$ cat config.mk
export PLATFORM = sky130hd
export DESIGN_NAME = command_source_lease_arbiter_unit_flat
export DESIGN_NICKNAME = d
export VERILOG_FILES = /design/src/rtl/core/cslarb_pkg.sv /design/src/rtl/core/cslarb_if.sv /design/src/rtl/core/cslarb_front.sv /design/src/rtl/core/cslarb_queue.sv /design/src/rtl/core/cslarb_back.sv /design/src/rtl/core/command_source_lease_arbiter_unit.sv /design/src/flat_wrapper.sv
export SDC_FILE = /design/constraint.sdc
export NUM_CORES = 2
export LEC_CHECK = 0
export ABC_AREA = 1
export BUFFER_PORTS_ARGS = -buffer_cell sky130_fd_sc_hd__buf_4
export CORE_MARGIN = 4
export CORE_UTILIZATION = 48
export DETAILED_ROUTE_END_ITERATION = 8
export GPL_TIMING_DRIVEN = 0
export PLACE_DENSITY = 0.74
export SLEW_MARGIN = 20
export SYNTH_ARGS = -nofsm -noshare
export SYNTH_HDL_FRONTEND = slang
export SYNTH_SLANG_ARGS = --single-unit
$ cat constraint.sdc
create_clock -name clk -period 8.9 [get_ports clk]
set_input_delay 0.445 -clock clk [delete_from_list [all_inputs] [get_ports clk]]
set_output_delay 0.445 -clock clk [all_outputs]
set_load 0.03 [all_outputs]
$ cat src/rtl/core/cslarb_pkg.sv
// Shared codes and types for the command source lease arbiter.
`timescale 1ns / 1ps

package cslarb_pkg;

  // Function codes on the request channel
  localparam logic [2:0] FUNC_SUBMIT  = 3'd0;
  localparam logic [2:0] FUNC_DISC    = 3'd1;
  localparam logic [2:0] FUNC_DISARM  = 3'd2;
  localparam logic [2:0] FUNC_ESTOP   = 3'd3;
  localparam logic [2:0] FUNC_RESOLVE = 3'd4;

  // Decoded operation kinds handed from front to back
  localparam logic [2:0] OP_SUBMIT  = 3'd0;
  localparam logic [2:0] OP_DISC    = 3'd1;
  localparam logic [2:0] OP_DISARM  = 3'd2;
  localparam logic [2:0] OP_ESTOP   = 3'd3;
  localparam logic [2:0] OP_RESOLVE = 3'd4;
  localparam logic [2:0] OP_NOP     = 3'd5;

  // Command sources
  localparam logic [1:0] SRC_NONE   = 2'd0;
  localparam logic [1:0] SRC_SERIAL = 2'd1;
  localparam logic [1:0] SRC_WEB    = 2'd2;
  localparam logic [1:0] SRC_LOCAL  = 2'd3;

  typedef struct packed {
    logic [2:0]  kind;
    logic [1:0]  src;
    logic [31:0] seq;
    logic        estop;
    logic        disarm;
    logic [63:0] lease;
    logic [31:0] body;
    logic        level;
    logic [63:0] now;
  } op_t;

  typedef struct packed {
    logic        is_command;
    logic [1:0]  out_source;
    logic [31:0] out_sequence;
    logic        out_estop;
    logic        out_disarm;
    logic [63:0] out_lease_end;
    logic [31:0] out_payload;
    logic [1:0]  owner;
  } rsp_t;

endpackage

$ cat src/rtl/core/cslarb_if.sv
// Request and response channel interfaces of the command source lease arbiter.
`timescale 1ns / 1ps

interface cslarb_req_if;
  logic        valid;
  logic        ready;
  logic [2:0]  func;
  logic [1:0]  cmd_source;
  logic [31:0] cmd_sequence;
  logic        cmd_estop;
  logic        cmd_disarm;
  logic [63:0] cmd_lease_end;
  logic [31:0] cmd_payload;
  logic        level;
  logic [63:0] now_time;

  modport source (
    output valid, func, cmd_source, cmd_sequence, cmd_estop, cmd_disarm,
           cmd_lease_end, cmd_payload, level, now_time,
    input  ready
  );
  modport sink (
    input  valid, func, cmd_source, cmd_sequence, cmd_estop, cmd_disarm,
           cmd_lease_end, cmd_payload, level, now_time,
    output ready
  );
endinterface

interface cslarb_rsp_if;
  logic        valid;
  logic        ready;
  logic        is_command;
  logic [1:0]  out_source;
  logic [31:0] out_sequence;
  logic        out_estop;
  logic        out_disarm;
  logic [63:0] out_lease_end;
  logic [31:0] out_payload;
  logic [1:0]  owner;

  modport source (
    output valid, is_command, out_source, out_sequence, out_estop, out_disarm,
           out_lease_end, out_payload, owner,
    input  ready
  );
  modport sink (
    input  valid, is_command, out_source, out_sequence, out_estop, out_disarm,
           out_lease_end, out_payload, owner,
    output ready
  );
endinterface

$ cat src/rtl/core/cslarb_front.sv
// Front stage: accepts request beats, decodes the function and registers the operation.
`timescale 1ns / 1ps

module cslarb_front (
  input  logic              clk,
  input  logic              rst,
  cslarb_req_if.sink        req,
  output logic              op_valid,
  input  logic              op_ready,
  output cslarb_pkg::op_t   op
);

  logic            valid;
  cslarb_pkg::op_t op_next;

  assign req.ready = !valid || op_ready;
  assign op_valid  = valid;

  always_comb begin
    op_next        = '0;
    op_next.src    = req.cmd_source;
    op_next.seq    = req.cmd_sequence;
    op_next.estop  = req.cmd_estop;
    op_next.disarm = req.cmd_disarm;
    op_next.lease  = req.cmd_lease_end;
    op_next.body   = req.cmd_payload;
    op_next.level  = req.level;
    op_next.now    = req.now_time;
    case (req.func)
      cslarb_pkg::FUNC_SUBMIT:  op_next.kind = cslarb_pkg::OP_SUBMIT;
      cslarb_pkg::FUNC_DISC:    op_next.kind = cslarb_pkg::OP_DISC;
      cslarb_pkg::FUNC_DISARM:  op_next.kind = cslarb_pkg::OP_DISARM;
      cslarb_pkg::FUNC_ESTOP:   op_next.kind = cslarb_pkg::OP_ESTOP;
      cslarb_pkg::FUNC_RESOLVE: op_next.kind = cslarb_pkg::OP_RESOLVE;
      default:                  op_next.kind = cslarb_pkg::OP_NOP;
    endcase
  end

  always_ff @(posedge clk) begin
    if (rst) begin
      valid <= 1'b0;
    end else if (req.ready) begin
      valid <= req.valid;
    end
  end

  always_ff @(posedge clk) begin
    if (req.valid && req.ready) begin
      op <= op_next;
    end
  end

endmodule

$ cat src/rtl/core/cslarb_queue.sv
// Small register queue between the decode front and the execute back.
`timescale 1ns / 1ps

module cslarb_queue #(
  parameter int WIDTH = 8,
  parameter int DEPTH = 2
) (
  input  logic             clk,
  input  logic             rst,
  input  logic             in_valid,
  output logic             in_ready,
  input  logic [WIDTH-1:0] in_data,
  output logic             out_valid,
  input  logic             out_ready,
  output logic [WIDTH-1:0] out_data
);

  localparam int PTR_W = (DEPTH > 1) ? $clog2(DEPTH) : 1;
  localparam int CNT_W = $clog2(DEPTH + 1);
  localparam logic [PTR_W-1:0] LAST = PTR_W'(DEPTH - 1);
  localparam logic [CNT_W-1:0] FULL = CNT_W'(DEPTH);

  logic [WIDTH-1:0] slots [DEPTH];
  logic [PTR_W-1:0] wr_ptr;
  logic [PTR_W-1:0] rd_ptr;
  logic [CNT_W-1:0] count;
  logic             push;
  logic             pop;

  assign in_ready  = (count != FULL);
  assign out_valid = (count != '0);
  assign out_data  = slots[rd_ptr];
  assign push      = in_valid && in_ready;
  assign pop       = out_valid && out_ready;

  always_ff @(posedge clk) begin
    if (rst) begin
      wr_ptr <= '0;
      rd_ptr <= '0;
      count  <= '0;
    end else begin
      if (push) begin
        wr_ptr <= (wr_ptr == LAST) ? '0 : wr_ptr + 1'b1;
      end
      if (pop) begin
        rd_ptr <= (rd_ptr == LAST) ? '0 : rd_ptr + 1'b1;
      end
      if (push && !pop) begin
        count <= count + 1'b1;
      end else if (pop && !push) begin
        count <= count - 1'b1;
      end
    end
  end

  always_ff @(posedge clk) begin
    if (push) begin
      slots[wr_ptr] <= in_data;
    end
  end

endmodule

$ cat src/rtl/core/cslarb_back.sv
// Execute stage: holds ownership, latches and source slots, produces one response per operation.
`timescale 1ns / 1ps

module cslarb_back #(
  parameter int SEQ_BITS     = 32,
  parameter int PAYLOAD_BITS = 32
) (
  input  logic            clk,
  input  logic            rst,
  input  logic            op_valid,
  output logic            op_ready,
  input  cslarb_pkg::op_t op,
  cslarb_rsp_if.source    rsp
);

  localparam int SEQ_W = (SEQ_BITS < 32) ? SEQ_BITS : 32;
  localparam int PAY_W = (PAYLOAD_BITS < 32) ? PAYLOAD_BITS : 32;

  logic [1:0]       owner,      owner_next;
  logic             s_pend,     s_pend_next;
  logic             w_pend,     w_pend_next;
  logic             s_seen,     s_seen_next;
  logic             w_seen,     w_seen_next;
  logic             disarm_lat, disarm_lat_next;
  logic             estop_lat,  estop_lat_next;
  logic [3:0]       s_tag,      s_tag_next;
  logic [SEQ_W-1:0] s_seq,      s_seq_next;
  logic [63:0]      s_lease,    s_lease_next;
  logic [PAY_W-1:0] s_body,     s_body_next;
  logic [3:0]       w_tag,      w_tag_next;
  logic [SEQ_W-1:0] w_seq,      w_seq_next;
  logic [63:0]      w_lease,    w_lease_next;
  logic [PAY_W-1:0] w_body,     w_body_next;

  logic                 out_valid;
  cslarb_pkg::rsp_t     out_beat;
  cslarb_pkg::rsp_t     res;
  logic                 fire;
  logic [SEQ_W-1:0]     in_seq;
  logic [PAY_W-1:0]     in_body;
  logic [3:0]           in_tag;
  logic                 s_live;
  logic                 w_live;
  logic                 granted;
  cslarb_pkg::rsp_t     s_view;
  cslarb_pkg::rsp_t     w_view;

  assign op_ready = !out_valid || rsp.ready;
  assign fire     = op_valid && op_ready;

  assign in_seq  = op.seq[SEQ_W-1:0];
  assign in_body = op.body[PAY_W-1:0];
  assign in_tag  = {op.disarm, op.estop, op.src};

  assign s_live = (s_tag[1:0] != cslarb_pkg::SRC_NONE) && (s_lease >= op.now);
  assign w_live = (w_tag[1:0] != cslarb_pkg::SRC_NONE) && (w_lease >= op.now);

  // Slot contents as a resolved command
  always_comb begin
    s_view               = '0;
    s_view.is_command    = 1'b1;
    s_view.out_source    = s_tag[1:0];
    s_view.out_estop     = s_tag[2];
    s_view.out_disarm    = s_tag[3];
    s_view.out_sequence  = 32'(s_seq);
    s_view.out_lease_end = s_lease;
    s_view.out_payload   = 32'(s_body);
    w_view               = '0;
    w_view.is_command    = 1'b1;
    w_view.out_source    = w_tag[1:0];
    w_view.out_estop     = w_tag[2];
    w_view.out_disarm    = w_tag[3];
    w_view.out_sequence  = 32'(w_seq);
    w_view.out_lease_end = w_lease;
    w_view.out_payload   = 32'(w_body);
  end

  always_comb begin
    owner_next      = owner;
    s_pend_next     = s_pend;
    w_pend_next     = w_pend;
    s_seen_next     = s_seen;
    w_seen_next     = w_seen;
    disarm_lat_next = disarm_lat;
    estop_lat_next  = estop_lat;
    s_tag_next      = s_tag;
    s_seq_next      = s_seq;
    s_lease_next    = s_lease;
    s_body_next     = s_body;
    w_tag_next      = w_tag;
    w_seq_next      = w_seq;
    w_lease_next    = w_lease;
    w_body_next     = w_body;
    res             = '0;
    granted         = 1'b0;

    case (op.kind)
      cslarb_pkg::OP_SUBMIT: begin
        // Estop request or serial preempting web drops ownership
        if (op.estop || (op.src == cslarb_pkg::SRC_SERIAL && owner == cslarb_pkg::SRC_WEB)) begin
          owner_next  = cslarb_pkg::SRC_NONE;
          s_pend_next = 1'b0;
          w_pend_next = 1'b0;
        end
        if (op.src == cslarb_pkg::SRC_SERIAL && !(s_seen && in_seq == s_seq)) begin
          s_tag_next   = in_tag;
          s_seq_next   = in_seq;
          s_lease_next = op.lease;
          s_body_next  = in_body;
          s_seen_next  = 1'b1;
          s_pend_next  = 1'b1;
        end else if (op.src == cslarb_pkg::SRC_WEB && !(w_seen && in_seq == w_seq)) begin
          w_tag_next   = in_tag;
          w_seq_next   = in_seq;
          w_lease_next = op.lease;
          w_body_next  = in_body;
          w_seen_next  = 1'b1;
          w_pend_next  = (owner_next != cslarb_pkg::SRC_SERIAL);
        end
      end
      cslarb_pkg::OP_DISC: begin
        // Clear the slot but keep the seen mark
        if (op.src == cslarb_pkg::SRC_SERIAL) begin
          s_tag_next   = '0;
          s_seq_next   = '0;
          s_lease_next = '0;
          s_body_next  = '0;
          s_pend_next  = 1'b0;
        end else if (op.src == cslarb_pkg::SRC_WEB) begin
          w_tag_next   = '0;
          w_seq_next   = '0;
          w_lease_next = '0;
          w_body_next  = '0;
          w_pend_next  = 1'b0;
        end
        if (owner == op.src) begin
          owner_next  = cslarb_pkg::SRC_NONE;
          s_pend_next = 1'b0;
          w_pend_next = 1'b0;
        end
      end
      cslarb_pkg::OP_DISARM: begin
        if (op.level && !disarm_lat) begin
          owner_next  = cslarb_pkg::SRC_NONE;
          s_pend_next = 1'b0;
          w_pend_next = 1'b0;
        end
        disarm_lat_next = op.level;
      end
      cslarb_pkg::OP_ESTOP: begin
        if (op.level && !estop_lat) begin
          owner_next  = cslarb_pkg::SRC_NONE;
          s_pend_next = 1'b0;
          w_pend_next = 1'b0;
        end
        estop_lat_next = op.level;
      end
      cslarb_pkg::OP_RESOLVE: begin
        res.is_command = 1'b1;
        if (estop_lat) begin
          res.out_source = cslarb_pkg::SRC_LOCAL;
          res.out_estop  = 1'b1;
          res.out_disarm = 1'b1;
        end else if (disarm_lat) begin
          res.out_source = cslarb_pkg::SRC_LOCAL;
          res.out_disarm = 1'b1;
        end else if (owner == cslarb_pkg::SRC_SERIAL) begin
          if (s_live) begin
            res = s_view;
          end else begin
            owner_next  = cslarb_pkg::SRC_NONE;
            s_pend_next = 1'b0;
            w_pend_next = 1'b0;
          end
        end else if (owner == cslarb_pkg::SRC_WEB) begin
          if (w_live) begin
            res = w_view;
          end else begin
            owner_next  = cslarb_pkg::SRC_NONE;
            s_pend_next = 1'b0;
            w_pend_next = 1'b0;
          end
        end else begin
          // No owner: serial pending wins, a serial claim also drops web pending
          if (s_pend) begin
            s_pend_next = 1'b0;
            w_pend_next = 1'b0;
            if (s_live) begin
              owner_next = cslarb_pkg::SRC_SERIAL;
              res        = s_view;
              granted    = 1'b1;
            end
          end
          if (!granted && w_pend_next) begin
            w_pend_next = 1'b0;
            if (w_live) begin
              owner_next = cslarb_pkg::SRC_WEB;
              res        = w_view;
            end
          end
        end
      end
      default: begin
      end
    endcase

    res.owner = owner_next;
  end

  always_ff @(posedge clk) begin
    if (rst) begin
      owner      <= cslarb_pkg::SRC_NONE;
      s_pend     <= 1'b0;
      w_pend     <= 1'b0;
      s_seen     <= 1'b0;
      w_seen     <= 1'b0;
      disarm_lat <= 1'b0;
      estop_lat  <= 1'b0;
      s_tag      <= '0;
      s_seq      <= '0;
      s_lease    <= '0;
      s_body     <= '0;
      w_tag      <= '0;
      w_seq      <= '0;
      w_lease    <= '0;
      w_body     <= '0;
    end else if (fire) begin
      owner      <= owner_next;
      s_pend     <= s_pend_next;
      w_pend     <= w_pend_next;
      s_seen     <= s_seen_next;
      w_seen     <= w_seen_next;
      disarm_lat <= disarm_lat_next;
      estop_lat  <= estop_lat_next;
      s_tag      <= s_tag_next;
      s_seq      <= s_seq_next;
      s_lease    <= s_lease_next;
      s_body     <= s_body_next;
      w_tag      <= w_tag_next;
      w_seq      <= w_seq_next;
      w_lease    <= w_lease_next;
      w_body     <= w_body_next;
    end
  end

  // Output register: hold the beat until taken
  always_ff @(posedge clk) begin
    if (rst) begin
      out_valid <= 1'b0;
    end else if (op_ready) begin
      out_valid <= op_valid;
    end
  end

  always_ff @(posedge clk) begin
    if (fire) begin
      out_beat <= res;
    end
  end

  assign rsp.valid         = out_valid;
  assign rsp.is_command    = out_beat.is_command;
  assign rsp.out_source    = out_beat.out_source;
  assign rsp.out_sequence  = out_beat.out_sequence;
  assign rsp.out_estop     = out_beat.out_estop;
  assign rsp.out_disarm    = out_beat.out_disarm;
  assign rsp.out_lease_end = out_beat.out_lease_end;
  assign rsp.out_payload   = out_beat.out_payload;
  assign rsp.owner         = out_beat.owner;

endmodule

$ cat src/rtl/core/command_source_lease_arbiter_unit.sv
// Top level of the command source lease arbiter: front decode, queue, execute back.
//
//   Channel  Dir  Beat contents
//   req      in   func, source, sequence, estop, disarm, lease end, payload, level, now
//   rsp      out  is_command, source, sequence, estop, disarm, lease end, payload, owner
//
// One request beat per cycle is taken while the queue has room, and each
// gives exactly one response beat. A request passes the decode register,
// a queue entry and then the execute step, which loads the output register.
// Reset clears ownership, latches, pending and seen marks and both source slots.
// A two-entry queue separates decode from execute; the output register is
// reloaded in the same cycle its beat is taken, so rsp stalls back up only
// when the queue fills.
`timescale 1ns / 1ps

module command_source_lease_arbiter_unit #(
  parameter int SEQ_BITS     = 32,
  parameter int PAYLOAD_BITS = 32
) (
  input  logic         clk,
  input  logic         rst,
  cslarb_req_if.sink   req,
  cslarb_rsp_if.source rsp
);

  localparam int OP_W = $bits(cslarb_pkg::op_t);

  logic            dec_valid;
  logic            dec_ready;
  cslarb_pkg::op_t dec_op;
  logic            head_valid;
  logic            head_ready;
  logic [OP_W-1:0] head_data;
  cslarb_pkg::op_t head_op;

  assign head_op = cslarb_pkg::op_t'(head_data);

  cslarb_front u_front (
    .clk      (clk),
    .rst      (rst),
    .req      (req),
    .op_valid (dec_valid),
    .op_ready (dec_ready),
    .op       (dec_op)
  );

  cslarb_queue #(
    .WIDTH (OP_W),
    .DEPTH (2)
  ) u_queue (
    .clk       (clk),
    .rst       (rst),
    .in_valid  (dec_valid),
    .in_ready  (dec_ready),
    .in_data   (OP_W'(dec_op)),
    .out_valid (head_valid),
    .out_ready (head_ready),
    .out_data  (head_data)
  );

  cslarb_back #(
    .SEQ_BITS     (SEQ_BITS),
    .PAYLOAD_BITS (PAYLOAD_BITS)
  ) u_back (
    .clk      (clk),
    .rst      (rst),
    .op_valid (head_valid),
    .op_ready (head_ready),
    .op       (head_op),
    .rsp      (rsp)
  );

endmodule
$ cat src/flat_wrapper.sv
// flat-port wrapper written by rule: the top's interface ports become plain ports
module command_source_lease_arbiter_unit_flat 
#(
  parameter int SEQ_BITS     = 32,
  parameter int PAYLOAD_BITS = 32
)
  (clk, rst, req_valid, req_func, req_cmd_source, req_cmd_sequence, req_cmd_estop, req_cmd_disarm, req_cmd_lease_end, req_cmd_payload, req_level, req_now_time, req_ready, rsp_valid, rsp_is_command, rsp_out_source, rsp_out_sequence, rsp_out_estop, rsp_out_disarm, rsp_out_lease_end, rsp_out_payload, rsp_owner, rsp_ready);
  cslarb_req_if req_i ();
  cslarb_rsp_if rsp_i ();
  input  logic clk;
  input  logic rst;
  input wire logic [$bits(req_i.valid)-1:0] req_valid;
  input wire logic [$bits(req_i.func)-1:0] req_func;
  input wire logic [$bits(req_i.cmd_source)-1:0] req_cmd_source;
  input wire logic [$bits(req_i.cmd_sequence)-1:0] req_cmd_sequence;
  input wire logic [$bits(req_i.cmd_estop)-1:0] req_cmd_estop;
  input wire logic [$bits(req_i.cmd_disarm)-1:0] req_cmd_disarm;
  input wire logic [$bits(req_i.cmd_lease_end)-1:0] req_cmd_lease_end;
  input wire logic [$bits(req_i.cmd_payload)-1:0] req_cmd_payload;
  input wire logic [$bits(req_i.level)-1:0] req_level;
  input wire logic [$bits(req_i.now_time)-1:0] req_now_time;
  output wire logic [$bits(req_i.ready)-1:0] req_ready;
  output wire logic [$bits(rsp_i.valid)-1:0] rsp_valid;
  output wire logic [$bits(rsp_i.is_command)-1:0] rsp_is_command;
  output wire logic [$bits(rsp_i.out_source)-1:0] rsp_out_source;
  output wire logic [$bits(rsp_i.out_sequence)-1:0] rsp_out_sequence;
  output wire logic [$bits(rsp_i.out_estop)-1:0] rsp_out_estop;
  output wire logic [$bits(rsp_i.out_disarm)-1:0] rsp_out_disarm;
  output wire logic [$bits(rsp_i.out_lease_end)-1:0] rsp_out_lease_end;
  output wire logic [$bits(rsp_i.out_payload)-1:0] rsp_out_payload;
  output wire logic [$bits(rsp_i.owner)-1:0] rsp_owner;
  input wire logic [$bits(rsp_i.ready)-1:0] rsp_ready;
  assign req_i.valid = req_valid;
  assign req_i.func = req_func;
  assign req_i.cmd_source = req_cmd_source;
  assign req_i.cmd_sequence = req_cmd_sequence;
  assign req_i.cmd_estop = req_cmd_estop;
  assign req_i.cmd_disarm = req_cmd_disarm;
  assign req_i.cmd_lease_end = req_cmd_lease_end;
  assign req_i.cmd_payload = req_cmd_payload;
  assign req_i.level = req_level;
  assign req_i.now_time = req_now_time;
  assign req_ready = req_i.ready;
  assign rsp_valid = rsp_i.valid;
  assign rsp_is_command = rsp_i.is_command;
  assign rsp_out_source = rsp_i.out_source;
  assign rsp_out_sequence = rsp_i.out_sequence;
  assign rsp_out_estop = rsp_i.out_estop;
  assign rsp_out_disarm = rsp_i.out_disarm;
  assign rsp_out_lease_end = rsp_i.out_lease_end;
  assign rsp_out_payload = rsp_i.out_payload;
  assign rsp_owner = rsp_i.owner;
  assign rsp_i.ready = rsp_ready;
  command_source_lease_arbiter_unit #(.SEQ_BITS(SEQ_BITS), .PAYLOAD_BITS(PAYLOAD_BITS)) u_core (.clk(clk), .rst(rst), .req(req_i), .rsp(rsp_i));
endmodule
==> results summary <==
The average instance in the mapped netlist occupies ~11 um2. The flow ran to the end, and the final reports show no timing, DRC or antenna violations. The later pin in the worst-skew pair is clocked with a latency of around 680 ps. The number of max-slew violations in the final report is 0. The synthesis-stage register bit count is approximately 1,000. The final-report hold violation count is 0.

The largest fanout of any net on the critical path is 10. The share of the cycle needed by the critical path after routing is between 80 and 90%. The count of routing violations after the opening detailed-route iteration came out at ~3,600. The setup slack at placement came out at ~1700 ps. The number of antenna violations at the first check in global routing came out at 3. The boundary pin count is 341.

The synthesized netlist net count came out at slightly below 4,000. The kind of launch point of the worst setup path is a flip-flop. The floorplan step set the die height to 299 um. In the layout the commonest cells are nand2_1, edfxtp_1, a21oi_1.

The number of fillers in the final layout came out at ~6,600. The pin count of the biggest net entering global routing came out at 93. The slowest stage of the critical path belongs to the cell clkbuf_1. The measured slew at the worst slew-check pin is 1240 ps. The iteration count of the initial detailed-routing pass is 7. The remaining max-slew budget at the tightest pin came out at between 10% and 20%.

The largest stage delay on the critical path came out at 760 ps. The post-route DRC violation count is 0. The path category of the worst min-delay check is in2reg. For this design, the sink count on the clock tree is around 1,000.

The congestion estimate from routability-driven global placement came to just over 0.9. The max-cap check violation count came out at 0. After Yosys synthesis, XOR and XNOR cells account for less than 1% of the synthesized area. The final wirelength came out at about 120,000 um. The post-cts sizing count is 0. The final setup slack of the worst path is about 1700 ps. Synthesis produced 3,538 cells. Leaving out fill and tap cells, the most frequent cell in the layout is nand2_1. Dividing the detail-routed wire length by the instance count gives about 22 um. Sorting the synthesized cells by area gives the leading types as edfxtp_1, dfxtp_1, nand2_1. The first-pass GRT wire length came out at 179,000 um. TritonCTS built the clock tree. The number of routed nets with antenna violations came out at 0. The clock transition at the register clock pins on the worst setup and hold paths after CTS came out at ~60 ps. The region available for standard cell placement spans ~84,000 um2.

The kind of end point of the critical path is a flip-flop. The initial core utilization came out at 48.4%. The portion of synthesized cell area occupied by the leading cell type came out at 54.4%.

In this run the power density over the cells is 310 nW/um2. In this run the static leakage power is between 15 and 20 nW. The share of final-layout standard cells stronger than drive strength 1 is roughly 14%. For this run, the leading register cell type out of synthesis is edfxtp_1. The via count of the first global-routing pass is between 20,000 and 30,000. The cell sitting at the root of the clock tree is a clkbuf_16. The total grt overflow came out at 0. By area, the combinational part of the netlist is dominated by simple AND/OR/NAND/NOR gates.

The post-synthesis cell area is 40,600 um2. The count of buffer and inverter cells on the critical path came out at 9. The cell total after placement came out at 5,032.

Input and output buffers added on the ports amount to 339. The arrival time of data at the critical path endpoint came out at 7650 ps. The floorplan has ~110 rows. The smallest clock period supported by the final layout is computed as between 7000 and 8000 ps. The achievable frequency is between 100 and 150 MHz.

The critical path is of the reg2reg type. VDD sags by at most between 150 and 200 uV. Setup repair after global routing left no endpoint under its margin.

Sequential elements use ~68% of the synthesized area. Summing the areas of all fa, ha and maj instances in the mapped netlist gives between 3 and 4% of the synthesized area. On the final layout, the worst clock skew is roughly 32 ps. The die outline area came out at between 80,000 and 90,000 um2. The number of different library cells in the post-synthesis netlist is between 40 and 50. Summing the areas of all compound-gate instances in the mapped netlist gives about 9.9% of the synthesized area. edfxtp_1 takes more of the synthesized area than any other cell. The area growth from synthesis to layout came out at 23.9%. The half-perimeter wire length after placement is between 80,000 and 90,000 um.

Of all flip-flops after synthesis, the portion carrying an async set or reset was 0%. For this run, the number of Yosys warnings is 0. The number of flops mapped to enable cells by yosys came out at ~740. The family with the most delay on the worst path is buffers and inverters. The worst-case clock buffer depth came out at 3. Summing the areas of all and, or, nand and nor instances in the mapped netlist gives 12.5% of the synthesized area. Global routing consumed, over all layers together, a little over a quarter of the routing resources. Walking the worst path, the cells encountered are buf_4 > buf_6 > clkbuf_1 > clkbuf_1 > clkbuf_1 > buf_2 > mux2i_1 > ha_1 > nand2_1 > inv_1 > nand4_1 > nor3_1 > and3_1 > nand2_1 > nand2_1 > nand3_1 > nand2_1 > buf_2 > clkbuf_1 > nand3_1 > a21oi_1. The fraction of synthesized area in multiplexers came out at between 1.5 and 2%. The total via count in the routed design is between 30,000 and 40,000.

The final layout net count is around 4,500. The total CTS buffers is 100. The number of non-filler instances in the completed layout came out at roughly 5,400. Data on the critical path is required at its endpoint by 9330 ps. The width of the chip is 299 um. The number of levels the H-tree was split into is 3. The number of failing setup endpoints in the final timing report is 0. The post-CTS setup buffer count came out at 0. The via density per instance came out at ~5.6.
cell usage after synthesis (2+ instances only):
library cell and count:
a21o_1 4, a21oi_1 464, a31oi_1 3, and2_1 3, buf_1 14, buf_2 43
buf_4 7, buf_6 11, clkbuf_1 136, clkinv_1 3, dfxtp_1 279, edfxtp_1 735
ha_1 129, inv_1 89, inv_2 9, mux2i_1 63, nand2_1 740, nand2_2 5
nand3_1 302, nand4_1 17, nor2_1 114, nor2_2 3, nor3_1 13, o2111ai_1 4
o211ai_1 2, o21a_1 35, o21ai_0 179, o21ai_1 73, o22ai_1 5, or2_0 2
or2_1 3, or2_2 6, xnor2_1 15, xor2_1 19
worst register-to-register path, stage by stage, from the launching register on:
cell and delay (ps):
dfxtp_1 360, buf_4 210, buf_6 200, clkbuf_1 650, clkbuf_1 760, clkbuf_1 480, buf_2 660, mux2i_1 280
ha_1 350, nand2_1 60, inv_1 70, nand4_1 190, nor3_1 360, and3_1 220, nand2_1 60, nand2_1 180
nand3_1 180, nand2_1 300, buf_2 520, clkbuf_1 480, nand3_1 130, a21oi_1 320
cells by family after synthesis:
| group | after synthesis |
|---|---|
| AND/OR/NAND/NOR | 1213 |
| buffers and inverters | 312 |
| multiplexers | 63 |
| XOR/XNOR | 34 |
| adder cells (fa/ha/maj) | 129 |
| flip-flops | 1014 |
| AO/OA/AOI/OAI | 773 |
worst paths after layout:
check                                       startpoint                                   to  slack (ps)  cells past startpoint
worst min-delay path                       req_func[0]               u_core.u_front.op[197]          50                      2
worst min register to register  u_core.u_front.op[102]         u_core.u_queue.slots[1][102]         440                      0
worst max-delay path                         flip-flop  u_core.u_back.rsp.out_lease_end[47]        1680                     21
worst max register to register               flip-flop  u_core.u_back.rsp.out_lease_end[47]        1680                     21
sequential cells by signal (all words and copies together), names as in the netlist, 64 cells and up, named ones only:
name	count
u_core.u_queue.slots	400
u_core.u_back.s_lease	64
u_core.u_front.op	200
u_core.u_back.rsp.out_lease_end	64
u_core.u_back.w_lease	64
what timing repair did:
action                                  4_1_cts  5_1_grt
hold buffers                                197        0
endpoints found under the hold margin       197        0
endpoints found under the setup margin        0        0
where the power goes:
part	internal [mW]	switching (mW)	leakage (nW)
Clock	2.38	1.83	1.57
Combinational	1.47	3.44	8.54
Sequential	6.04	0.449	9.22
Total	9.89	5.72	19.3
layer usage:
layer  GRT usage, %  up-vias  share of wire [%]
met4           11.3        0                4.5
met3           4.66      301                9.1
met1           34.8    14400                 39
li1               -    13900                  -
met5              0        -                  0
met2           43.4     1623                 47
per-stage QoR:
step / utilization [%] / cell area [um2] / TNS (ps) / hold WS (ps) / power, mW
2_1_floorplan: - / 40600 / 0 / 421 / 9.44
3_3_place_gp: 53.2 / 44600 / -234610 / 423 / 11.2
3_5_place_dp: 53.8 / 45100 / 0 / 429 / 11.3
4_1_cts: 60.0 / 50300 / 0 / 13.2 / 15.6
5_1_grt: 60.0 / 50300 / 0 / 35.5 / 16.3
6_report: 60.0 / 50300 / 0 / 46.8 / 15.6
layout make-up:
class                           count  area, um2  area share [%]
Sequential cell                  1014      27700            55.0
Multi-Input combinational cell   2212      11600            23.1
Timing Repair Buffer              557       5010            9.96
Clock buffer                      126       2600            5.17
Tap cell                         1134       1420            2.82
Buffer                            211        971            1.93
Clock inverter                     58        618            1.23
Inverter                          101        387           0.769
Antenna cell                        2       5.00         0.00995
No activity file was read; power rests on OpenSTA's default activity.
